### src/rtl/xrps_pkg.sv
// Shared types and constants of the x86 reference pattern scanner.
package xrps_pkg;

	localparam int ADDR_BITS = 6;
	localparam int NUM_EXEC  = 2;
	localparam int MAX_HITS  = 3;
	localparam int QDEPTH    = 8;
	localparam int QPTR_BITS = $clog2(QDEPTH);
	localparam int QCNT_BITS = QPTR_BITS + 1;

	localparam logic [2:0] REG_SECTION_BASE = 3'd0;
	localparam logic [2:0] REG_IMAGE_LOW    = 3'd1;
	localparam logic [2:0] REG_IMAGE_HIGH   = 3'd2;
	localparam logic [2:0] REG_EXEC0_BEGIN  = 3'd3;
	localparam logic [2:0] REG_EXEC0_END    = 3'd4;
	localparam logic [2:0] REG_EXEC1_BEGIN  = 3'd5;
	localparam logic [2:0] REG_EXEC1_END    = 3'd6;

	localparam logic [1:0] KIND_LEA  = 2'd0;
	localparam logic [1:0] KIND_CALL = 2'd1;
	localparam logic [1:0] KIND_SLOT = 2'd2;

	localparam logic [7:0] OP_REX_W   = 8'h48;
	localparam logic [7:0] OP_REX_WR  = 8'h4C;
	localparam logic [7:0] OP_LEA     = 8'h8D;
	localparam logic [7:0] MODRM_MASK = 8'hC7;
	localparam logic [7:0] MODRM_RIP  = 8'h05;
	localparam logic [7:0] OP_CALL    = 8'hE8;
	localparam logic [7:0] OP_GRP5    = 8'hFF;
	localparam logic [7:0] MODRM_CALL = 8'h15;
	localparam logic [7:0] MODRM_JMP  = 8'h25;

	localparam logic [63:0] LEA_BACK  = 64'd6;
	localparam logic [63:0] SLOT_BACK = 64'd5;
	localparam logic [63:0] CALL_BACK = 64'd4;

	typedef struct packed {
		logic [1:0]  kind;
		logic [63:0] site;
		logic [63:0] target;
		logic        last;
	} ref_item_t;

	typedef struct packed {
		logic             valid;
		logic [6:0][7:0]  win;
		logic [63:0]      here;
	} front_s1_t;

	typedef struct packed {
		logic                valid;
		logic [2:0]          hit;
		ref_item_t [2:0]     item;
	} match_bundle_t;

	typedef struct packed {
		logic [63:0]                image_low;
		logic [63:0]                image_high;
		logic [NUM_EXEC-1:0][63:0]  exec_begin;
		logic [NUM_EXEC-1:0][63:0]  exec_end;
	} cfg_bounds_t;

	typedef struct packed {
		logic                 room;
		logic [QCNT_BITS-1:0] count;
	} queue_status_t;

endpackage

### src/rtl/xrps_front.sv
// Byte history, position counter and first pipeline stage of the scanner.
module xrps_front #(
	parameter int POSITION_BITS = 32
) (
	input  logic                 clk,
	input  logic                 arst_n,
	input  logic                 advance,
	input  logic                 in_valid,
	input  logic [7:0]           code_byte,
	input  logic                 section_end,
	input  logic [63:0]          section_base,
	output xrps_pkg::front_s1_t  s1
);

	logic [5:0][7:0]          hist_q;
	logic [POSITION_BITS-1:0] pos_q;
	logic [6:0][7:0]          win;
	logic                     accept;

	assign accept = in_valid & advance;
	assign win    = {code_byte, hist_q};

	always_ff @(posedge clk or negedge arst_n) begin
		if (!arst_n) begin
			hist_q <= '0;
			pos_q  <= '0;
		end else if (accept) begin
			if (section_end) begin
				hist_q <= '0;
				pos_q  <= '0;
			end else begin
				hist_q <= win[6:1];
				pos_q  <= pos_q + POSITION_BITS'(1);
			end
		end
	end

	always_ff @(posedge clk or negedge arst_n) begin
		if (!arst_n) begin
			s1 <= '0;
		end else if (advance) begin
			s1.valid <= accept;
			if (accept) begin
				s1.win  <= win;
				s1.here <= section_base + 64'(pos_q);
			end
		end
	end

endmodule

### src/rtl/xrps_match.sv
// Pattern match, target arithmetic and range checks of the scanner.
module xrps_match #(
	parameter int EXEC_RANGES = 2
) (
	input  logic                    clk,
	input  logic                    arst_n,
	input  logic                    advance,
	input  xrps_pkg::front_s1_t     s1,
	input  xrps_pkg::cfg_bounds_t   bounds,
	output xrps_pkg::match_bundle_t bundle
);

	logic        valid_s2;
	logic        is_lea_s2;
	logic        is_slot_s2;
	logic        is_call_s2;
	logic [63:0] next_s2;
	logic [63:0] site_lea_s2;
	logic [63:0] site_slot_s2;
	logic [63:0] site_call_s2;

	logic [63:0] disp;
	logic [xrps_pkg::NUM_EXEC-1:0] exec_hit;
	logic        in_image;
	logic        in_exec;

	// The displacement is always the last four bytes of the window.
	assign disp = {{32{s1.win[6][7]}}, s1.win[6], s1.win[5], s1.win[4], s1.win[3]};

	always_ff @(posedge clk or negedge arst_n) begin
		if (!arst_n) begin
			valid_s2 <= 1'b0;
		end else if (advance) begin
			valid_s2 <= s1.valid;
		end
	end

	always_ff @(posedge clk) begin
		if (advance) begin
			next_s2      <= s1.here + disp + 64'd1;
			site_lea_s2  <= s1.here - xrps_pkg::LEA_BACK;
			site_slot_s2 <= s1.here - xrps_pkg::SLOT_BACK;
			site_call_s2 <= s1.here - xrps_pkg::CALL_BACK;
			is_lea_s2    <= (s1.win[0] == xrps_pkg::OP_REX_W || s1.win[0] == xrps_pkg::OP_REX_WR)
				&& s1.win[1] == xrps_pkg::OP_LEA
				&& (s1.win[2] & xrps_pkg::MODRM_MASK) == xrps_pkg::MODRM_RIP;
			is_slot_s2   <= s1.win[1] == xrps_pkg::OP_GRP5
				&& (s1.win[2] == xrps_pkg::MODRM_CALL || s1.win[2] == xrps_pkg::MODRM_JMP);
			is_call_s2   <= s1.win[2] == xrps_pkg::OP_CALL;
		end
	end

	// Only the first EXEC_RANGES ranges take part; an empty range holds nothing.
	for (genvar i = 0; i < xrps_pkg::NUM_EXEC; i++) begin : g_exec
		assign exec_hit[i] = (i < EXEC_RANGES)
			&& next_s2 >= bounds.exec_begin[i] && next_s2 < bounds.exec_end[i];
	end

	assign in_exec  = |exec_hit;
	assign in_image = next_s2 >= bounds.image_low && next_s2 < bounds.image_high;

	always_comb begin
		bundle.valid  = valid_s2;
		bundle.hit[0] = valid_s2 & is_lea_s2;
		bundle.hit[1] = valid_s2 & is_slot_s2 & in_image;
		bundle.hit[2] = valid_s2 & is_call_s2 & in_exec;

		bundle.item[0].kind   = xrps_pkg::KIND_LEA;
		bundle.item[0].site   = site_lea_s2;
		bundle.item[0].target = next_s2;
		bundle.item[0].last   = ~bundle.hit[1] & ~bundle.hit[2];

		bundle.item[1].kind   = xrps_pkg::KIND_SLOT;
		bundle.item[1].site   = site_slot_s2;
		bundle.item[1].target = next_s2;
		bundle.item[1].last   = ~bundle.hit[2];

		bundle.item[2].kind   = xrps_pkg::KIND_CALL;
		bundle.item[2].site   = site_call_s2;
		bundle.item[2].target = next_s2;
		bundle.item[2].last   = 1'b1;
	end

endmodule

### src/rtl/xrps_queue.sv
// Result queue that takes up to three results per cycle and hands out one.
module xrps_queue (
	input  logic                      clk,
	input  logic                      arst_n,
	input  logic                      push,
	input  xrps_pkg::match_bundle_t   bundle,
	input  logic                      out_ready,
	output logic                      out_valid,
	output xrps_pkg::ref_item_t       head_item,
	output xrps_pkg::queue_status_t   status
);

	localparam int PB = xrps_pkg::QPTR_BITS;
	localparam int CB = xrps_pkg::QCNT_BITS;

	xrps_pkg::ref_item_t mem_q [xrps_pkg::QDEPTH];
	logic [PB-1:0] head_q;
	logic [PB-1:0] tail_q;
	logic [CB-1:0] count_q;

	logic [2:0][1:0] offset;
	logic [1:0]      n_push;
	logic            pop;

	assign offset[0] = 2'd0;
	assign offset[1] = {1'b0, bundle.hit[0]};
	assign offset[2] = {1'b0, bundle.hit[0]} + {1'b0, bundle.hit[1]};
	assign n_push    = push ? offset[2] + {1'b0, bundle.hit[2]} : 2'd0;

	assign out_valid    = count_q != '0;
	assign pop          = out_valid & out_ready;
	assign head_item    = mem_q[head_q];
	assign status.count = count_q;
	assign status.room  = count_q <= CB'(xrps_pkg::QDEPTH - xrps_pkg::MAX_HITS);

	always_ff @(posedge clk) begin
		for (int k = 0; k < 3; k++) begin
			if (push && bundle.hit[k]) begin
				mem_q[tail_q + PB'(offset[k])] <= bundle.item[k];
			end
		end
	end

	always_ff @(posedge clk or negedge arst_n) begin
		if (!arst_n) begin
			head_q  <= '0;
			tail_q  <= '0;
			count_q <= '0;
		end else begin
			tail_q  <= tail_q + PB'(n_push);
			head_q  <= head_q + PB'(pop);
			count_q <= count_q + CB'(n_push) - CB'(pop);
		end
	end

endmodule

### src/rtl/x86_reference_pattern_scanner.sv
// Top level of the x86 reference pattern scanner with its register port.
//
// The scanner takes one section byte per beat and reports RIP-relative lea
// sites, direct calls whose target lies in an executable range, and indirect
// calls or jumps through a slot inside the image. It accepts one byte every
// cycle while in_ready is high. Bytes flow through three registered steps:
// history and base-plus-position add, target add and pattern compare, then
// the range checks that write all results of a byte into an eight-entry
// queue at once. in_ready drops only while that queue has fewer than three
// free entries and a byte waits to be written, so a stalled output side
// holds the input back once six results wait in the queue. Results of one
// byte leave in site order, the last one marked with last_of_run. The seven
// 64-bit registers sit at byte addresses 0, 8, ..., 48 and should be written
// only while the scanner is idle.
module x86_reference_pattern_scanner #(
	parameter int EXEC_RANGES   = 2,
	parameter int POSITION_BITS = 32
) (
	input  logic                          clk,
	input  logic                          arst_n,
	input  logic                          psel,
	input  logic                          penable,
	input  logic                          pwrite,
	input  logic [xrps_pkg::ADDR_BITS-1:0] paddr,
	input  logic [63:0]                   pwdata,
	output logic [63:0]                   prdata,
	output logic                          pready,
	input  logic                          in_valid,
	output logic                          in_ready,
	input  logic [7:0]                    code_byte,
	input  logic                          section_end,
	output logic                          out_valid,
	input  logic                          out_ready,
	output logic [1:0]                    ref_kind,
	output logic [63:0]                   site_address,
	output logic [63:0]                   target_address,
	output logic                          last_of_run
);

	logic [63:0] section_base_q;
	logic [63:0] image_low_q;
	logic [63:0] image_high_q;
	logic [63:0] exec0_begin_q;
	logic [63:0] exec0_end_q;
	logic [63:0] exec1_begin_q;
	logic [63:0] exec1_end_q;

	logic       cfg_write;
	logic [2:0] reg_index;

	xrps_pkg::cfg_bounds_t   bounds;
	xrps_pkg::front_s1_t     s1;
	xrps_pkg::match_bundle_t bundle;
	xrps_pkg::queue_status_t qstat;
	xrps_pkg::ref_item_t     head_item;
	logic                    advance;

	// Register port: every access completes in its access cycle.
	assign pready    = 1'b1;
	assign cfg_write = psel & penable & pwrite;
	assign reg_index = paddr[5:3];

	always_ff @(posedge clk or negedge arst_n) begin
		if (!arst_n) begin
			section_base_q <= '0;
			image_low_q    <= '0;
			image_high_q   <= '0;
			exec0_begin_q  <= '0;
			exec0_end_q    <= '0;
			exec1_begin_q  <= '0;
			exec1_end_q    <= '0;
		end else if (cfg_write) begin
			case (reg_index)
				xrps_pkg::REG_SECTION_BASE: section_base_q <= pwdata;
				xrps_pkg::REG_IMAGE_LOW:    image_low_q    <= pwdata;
				xrps_pkg::REG_IMAGE_HIGH:   image_high_q   <= pwdata;
				xrps_pkg::REG_EXEC0_BEGIN:  exec0_begin_q  <= pwdata;
				xrps_pkg::REG_EXEC0_END:    exec0_end_q    <= pwdata;
				xrps_pkg::REG_EXEC1_BEGIN:  exec1_begin_q  <= pwdata;
				xrps_pkg::REG_EXEC1_END:    exec1_end_q    <= pwdata;
				default: begin
				end
			endcase
		end
	end

	always_comb begin
		case (reg_index)
			xrps_pkg::REG_SECTION_BASE: prdata = section_base_q;
			xrps_pkg::REG_IMAGE_LOW:    prdata = image_low_q;
			xrps_pkg::REG_IMAGE_HIGH:   prdata = image_high_q;
			xrps_pkg::REG_EXEC0_BEGIN:  prdata = exec0_begin_q;
			xrps_pkg::REG_EXEC0_END:    prdata = exec0_end_q;
			xrps_pkg::REG_EXEC1_BEGIN:  prdata = exec1_begin_q;
			xrps_pkg::REG_EXEC1_END:    prdata = exec1_end_q;
			default:                    prdata = '0;
		endcase
	end

	assign bounds.image_low     = image_low_q;
	assign bounds.image_high    = image_high_q;
	assign bounds.exec_begin[0] = exec0_begin_q;
	assign bounds.exec_end[0]   = exec0_end_q;
	assign bounds.exec_begin[1] = exec1_begin_q;
	assign bounds.exec_end[1]   = exec1_end_q;

	// The whole pipeline moves together. It holds only when the last step
	// carries a byte and the queue cannot take a full set of three results.
	assign advance  = ~bundle.valid | qstat.room;
	assign in_ready = advance;

	xrps_front #(
		.POSITION_BITS(POSITION_BITS)
	) u_front (
		.clk          (clk),
		.arst_n       (arst_n),
		.advance      (advance),
		.in_valid     (in_valid),
		.code_byte    (code_byte),
		.section_end  (section_end),
		.section_base (section_base_q),
		.s1           (s1)
	);

	xrps_match #(
		.EXEC_RANGES(EXEC_RANGES)
	) u_match (
		.clk     (clk),
		.arst_n  (arst_n),
		.advance (advance),
		.s1      (s1),
		.bounds  (bounds),
		.bundle  (bundle)
	);

	xrps_queue u_queue (
		.clk       (clk),
		.arst_n    (arst_n),
		.push      (advance & bundle.valid),
		.bundle    (bundle),
		.out_ready (out_ready),
		.out_valid (out_valid),
		.head_item (head_item),
		.status    (qstat)
	);

	assign ref_kind       = head_item.kind;
	assign site_address   = head_item.site;
	assign target_address = head_item.target;
	assign last_of_run    = head_item.last;

	// The queue never holds more entries than it has.
	a_queue_bound: assert property (@(posedge clk) disable iff (!arst_n)
		qstat.count <= xrps_pkg::QCNT_BITS'(xrps_pkg::QDEPTH))
		else $error("result queue overfilled");

	// Input is held back only while the last step has a byte to write.
	a_stall_cause: assert property (@(posedge clk) disable iff (!arst_n)
		!in_ready |-> bundle.valid && !qstat.room)
		else $error("input stalled without a waiting byte");

	// All results of one byte enter the queue together, so the rest of a
	// run is already there when an earlier beat of it is taken.
	a_run_whole: assert property (@(posedge clk) disable iff (!arst_n)
		out_valid && out_ready && !last_of_run |=> out_valid)
		else $error("run of results broken up");

endmodule

### config.mk
export PLATFORM = sky130hd
export DESIGN_NAME = x86_reference_pattern_scanner
export DESIGN_NICKNAME = d
export VERILOG_FILES = /design/src/rtl/xrps_pkg.sv /design/src/rtl/xrps_front.sv /design/src/rtl/xrps_match.sv /design/src/rtl/xrps_queue.sv /design/src/rtl/x86_reference_pattern_scanner.sv
export SDC_FILE = /design/constraint.sdc
export NUM_CORES = 2
export LEC_CHECK = 0
export ABC_AREA = 1
export BUFFER_PORTS_ARGS = -buffer_cell sky130_fd_sc_hd__buf_2
export CAP_MARGIN = 20
export CORE_ASPECT_RATIO = 0.7
export CORE_UTILIZATION = 35
export DETAILED_ROUTE_END_ITERATION = 10
export PLACE_DENSITY = 0.59
export SYNTH_ARGS = -nofsm -noshare
export SYNTH_HDL_FRONTEND = slang
export SYNTH_SLANG_ARGS = --single-unit
### constraint.sdc
create_clock -name clk -period 11.1 [get_ports clk]
set_input_delay 2.22 -clock clk [delete_from_list [all_inputs] [get_ports clk]]
set_output_delay 2.22 -clock clk [all_outputs]
set_load 0.1 [all_outputs]
==> results by group <==
Place
  – GPL Wtd Cong: 1.03
  – Hpwl dp: 301000 µm
  – I/O Buffers: 279
  – Inst Count DP: 17352

Clock network
  – Setup Buffers After CTS: 0
  – CTS Buf Count: 211
  – CTS root buffer: clkbuf_16
  – CTS max path bufs: 4
  – Clock latency on the worst-skew pair: 0.95 ns
  – Clk slew on worst S/H paths: 0.06 ns
  – Num Clock Sinks: 1964
  – CTS tree: done
  – Hold Buf Count CTS: 0
  – CTS HTree Levels: 4
  – Post-CTS sizing: 0

Timing
  – Slew Limit Fails: 0
  – Fin. Hold Viols: 0
  – Least-Margin Pin Slew: 1.26 ns
  – RSZ-0062 raised after global routing: false
  – Clock Skew: 0.139 ns
  – Final setup TNS: 0 ns
  – Setup violators final: 0
  – Tmin final: 8.00 ns
  – Fmax: 125 MHz
  – Final period util: 0.721
  – Relative slew slack: 0.149

Drt
  – Routed wire length: 464000 µm
  – DRT antenna net count: 0
  – DR vias/cell: 5.70
  – Residual DRC: 60
  – WL per Instance: 26.1 µm
  – Initial DRC Count: 15508
  – Routed vias: 101399
  – Detailed Routing Iterations Pass 1: 11

Layout
  – Storage cell area: 55500 µm²
  – Area of the multi-input gates: 49400 µm²
  – Final nets: 13852
  – Final Non-Filler Cells: 17774
  – Filler Cell Count: 32156
  – Area growth, synth to finish: 9.88%
  – Layout cells sized above 1: 0.0641
  – Commonest cells after routing, fill and taps aside: nand2_1 (3643), nor2_1 (1473), edfxtp_1 (1282)
  – Commonest non-fill, non-tap cell in the layout: nand2_1

Die
  – Chip Width: 681 µm
  – Core ar.: 321000 µm²
  – I/O pin total: 284
  – Initial Util: 0.352
  – Die Ht: 478 µm
  – Die area: 325000 µm²
  – Row count: 174

Synth
  – Post-synth design cell area: 113000 µm²
  – Syn nets: 14219
  – Number of enable flip-flop cells after synthesis: 1282
  – Sequential fraction of the synthesis area: 0.490
  – Dominant cells by area after synthesis: edfxtp_1 (34%), dfrtp_1 (15%), nand2_1 (12%), nand4_1 (5.9%), o21ai_0 (5.5%)
  – Yosys reg bits: 1964
  – Synth cell types: 59
  – Area leader, netlist: edfxtp_1
  – Synth top area share: 0.341
  – Syn avg cell area: 8.29 µm²
  – Mapped Cells: 13631
  – Async SR Flop Fraction: 0.335
  – Top_reg_cell synth: edfxtp_1
  – Yosys warns: 0

Global routing
  – GRT overflow: 0
  – Initial antenna violation count: 67
  – Largest net degree at the start of global routing: 213
  – Total GRT Usage: 0.275
  – Vias in the first global route: 89736
  – First-pass GRT wire length: 658000 µm

Job
  – Max_cap viols: 0

Setup path
  – Worst Setup End Kind: flip-flop
  – Crit path required time: 11.62 ns
  – CP Class: reg -> reg
  – Worst Path Arrival: 8.53 ns
  – Critical path startpoint category: flip-flop
  – Critical Path Fanout Max: 70

Worst hold path
  – HP Class: reg -> reg

Pwr
  – Final Power: 41100 µW
  – Pleak: 0.0522 µW
  – Worst VDD drop: 0.362 mV
  – Pwr/cell area: 331 nW/µm²

Run status
  – Status: finished, violations left
  – Failing checks: design-rule violations
[worst paths after layout]
path	startpoint	end	slack (ns)	cells past startpoint
max	u_match.next_s2[37]	u_queue.mem_q[5][28]	3.10	14
min	u_front.s1[120]	u_match.valid_s2	0.46	2
max reg2reg	u_match.next_s2[37]	u_queue.mem_q[5][28]	3.10	14
min reg2reg	u_front.s1[120]	u_match.valid_s2	0.46	2
max in group asynchronous	arst_n	u_queue.head_q[0]	7.59	3
min in group asynchronous	arst_n	exec1_begin_q[30]	1.33	1
[critical path: stages, from the launching register on]
cell and delay (ns):
edfxtp_1 1.09, ha_1 0.41, a21oi_1 0.13, o21ai_0 0.14, a21oi_1 0.34, o21ai_0 0.19, nor2_1 0.34, nand2_2 0.11
nor2_4 0.37, buf_4 0.59, buf_4 0.79, nand3_4 0.76, nand3_4 0.83, buf_4 0.61, buf_4 0.70
[stage by stage]
step	instance area, µm²	utilization	worst slack (ns)	hold WS, ns
floorplan	113000	-	1.92	0.420
detailed placement	117000	0.365	3.21	0.437
CTS	124000	0.386	3.16	0.451
global placement	117000	0.365	3.21	0.439
finish	124000	0.387	3.10	0.456
global route	124000	0.387	3.00	0.481
[logic make-up after synthesis]
| family | Yosys count | share of synthesized area |
|---|---|---|
| AOI/OAI and AO/OA | 2248 | 0.109 |
| xor gates and xnor gates | 277 | 0.0215 |
| adders and majority gates | 502 | 0.0560 |
| buffers and inverters | 2074 | 0.0759 |
| DFF | 1964 | 0.490 |
| other | 1 | 0.0000332 |
| and+or+nand+nor | 6565 | 0.247 |
[cells in the mapped netlist, types with 6 or more instances]
master,count
o21ai_0,1247
a31oi_1,165
nand3b_1,6
xnor2_1,50
nand3_1,178
a211oi_1,32
buf_1,104
buf_6,54
o22ai_1,262
and3_1,7
a21o_1,18
clkbuf_2,70
nand3_2,9
o211ai_1,25
a21oi_1,400
xor2_1,227
nor4_1,42
buf_2,190
o221ai_1,29
dfrtp_1,658
clkbuf_1,624
ha_1,496
fa_1,6
inv_1,1012
or2_2,8
nor2_1,1490
dfxtp_1,24
a221oi_1,24
edfxtp_1,1282
o21a_1,17
o21bai_1,13
nand2_1,3649
nor3_1,84
nand4_1,1072
[where the power goes]
part	leakage, µW	internal (µW)	switching, µW
clock	0.00335	4080	3120
combinational	0.0287	4580	16400
sequential	0.0201	10400	2610
total	0.0522	19000	22100
[layer usage]
layer  up-vias  share of wire  GRT usage
met5         -        0.00039          0
met4        28          0.035     0.0872
met3       888           0.15     0.0882
met2      6388           0.38      0.355
met1     48256           0.44      0.423
li1      45839              -          -
[registers in the layout (all words and copies together), names as in the netlist, 3 cells and up]
name,count
exec1_end_q,64
u_front.hist_q,47
image_high_q,64
u_match.site_lea_s2,63
section_base_q,64
exec1_begin_q,64
u_front.pos_q,32
u_match.site_slot_s2,64
u_queue.tail_q,3
u_queue.count_q,4
u_match.site_call_s2,64
exec0_end_q,64
u_queue.mem_q,1048
exec0_begin_q,64
u_queue.head_q,3
u_match.next_s2,64
image_low_q,64
u_front.s1,120
[area by class of cell]
class                           count  share of cell area
Sequential cell                  1964               0.446
Multi-Input combinational cell   9593               0.398
Clock buffer                      283              0.0471
Tap cell                         4312              0.0434
Inverter                         1022              0.0311
Timing Repair Buffer              472              0.0258
Clock inverter                     99             0.00784
Antenna cell                       29            0.000584
Note: power is estimated with default switching activity, not from simulation.
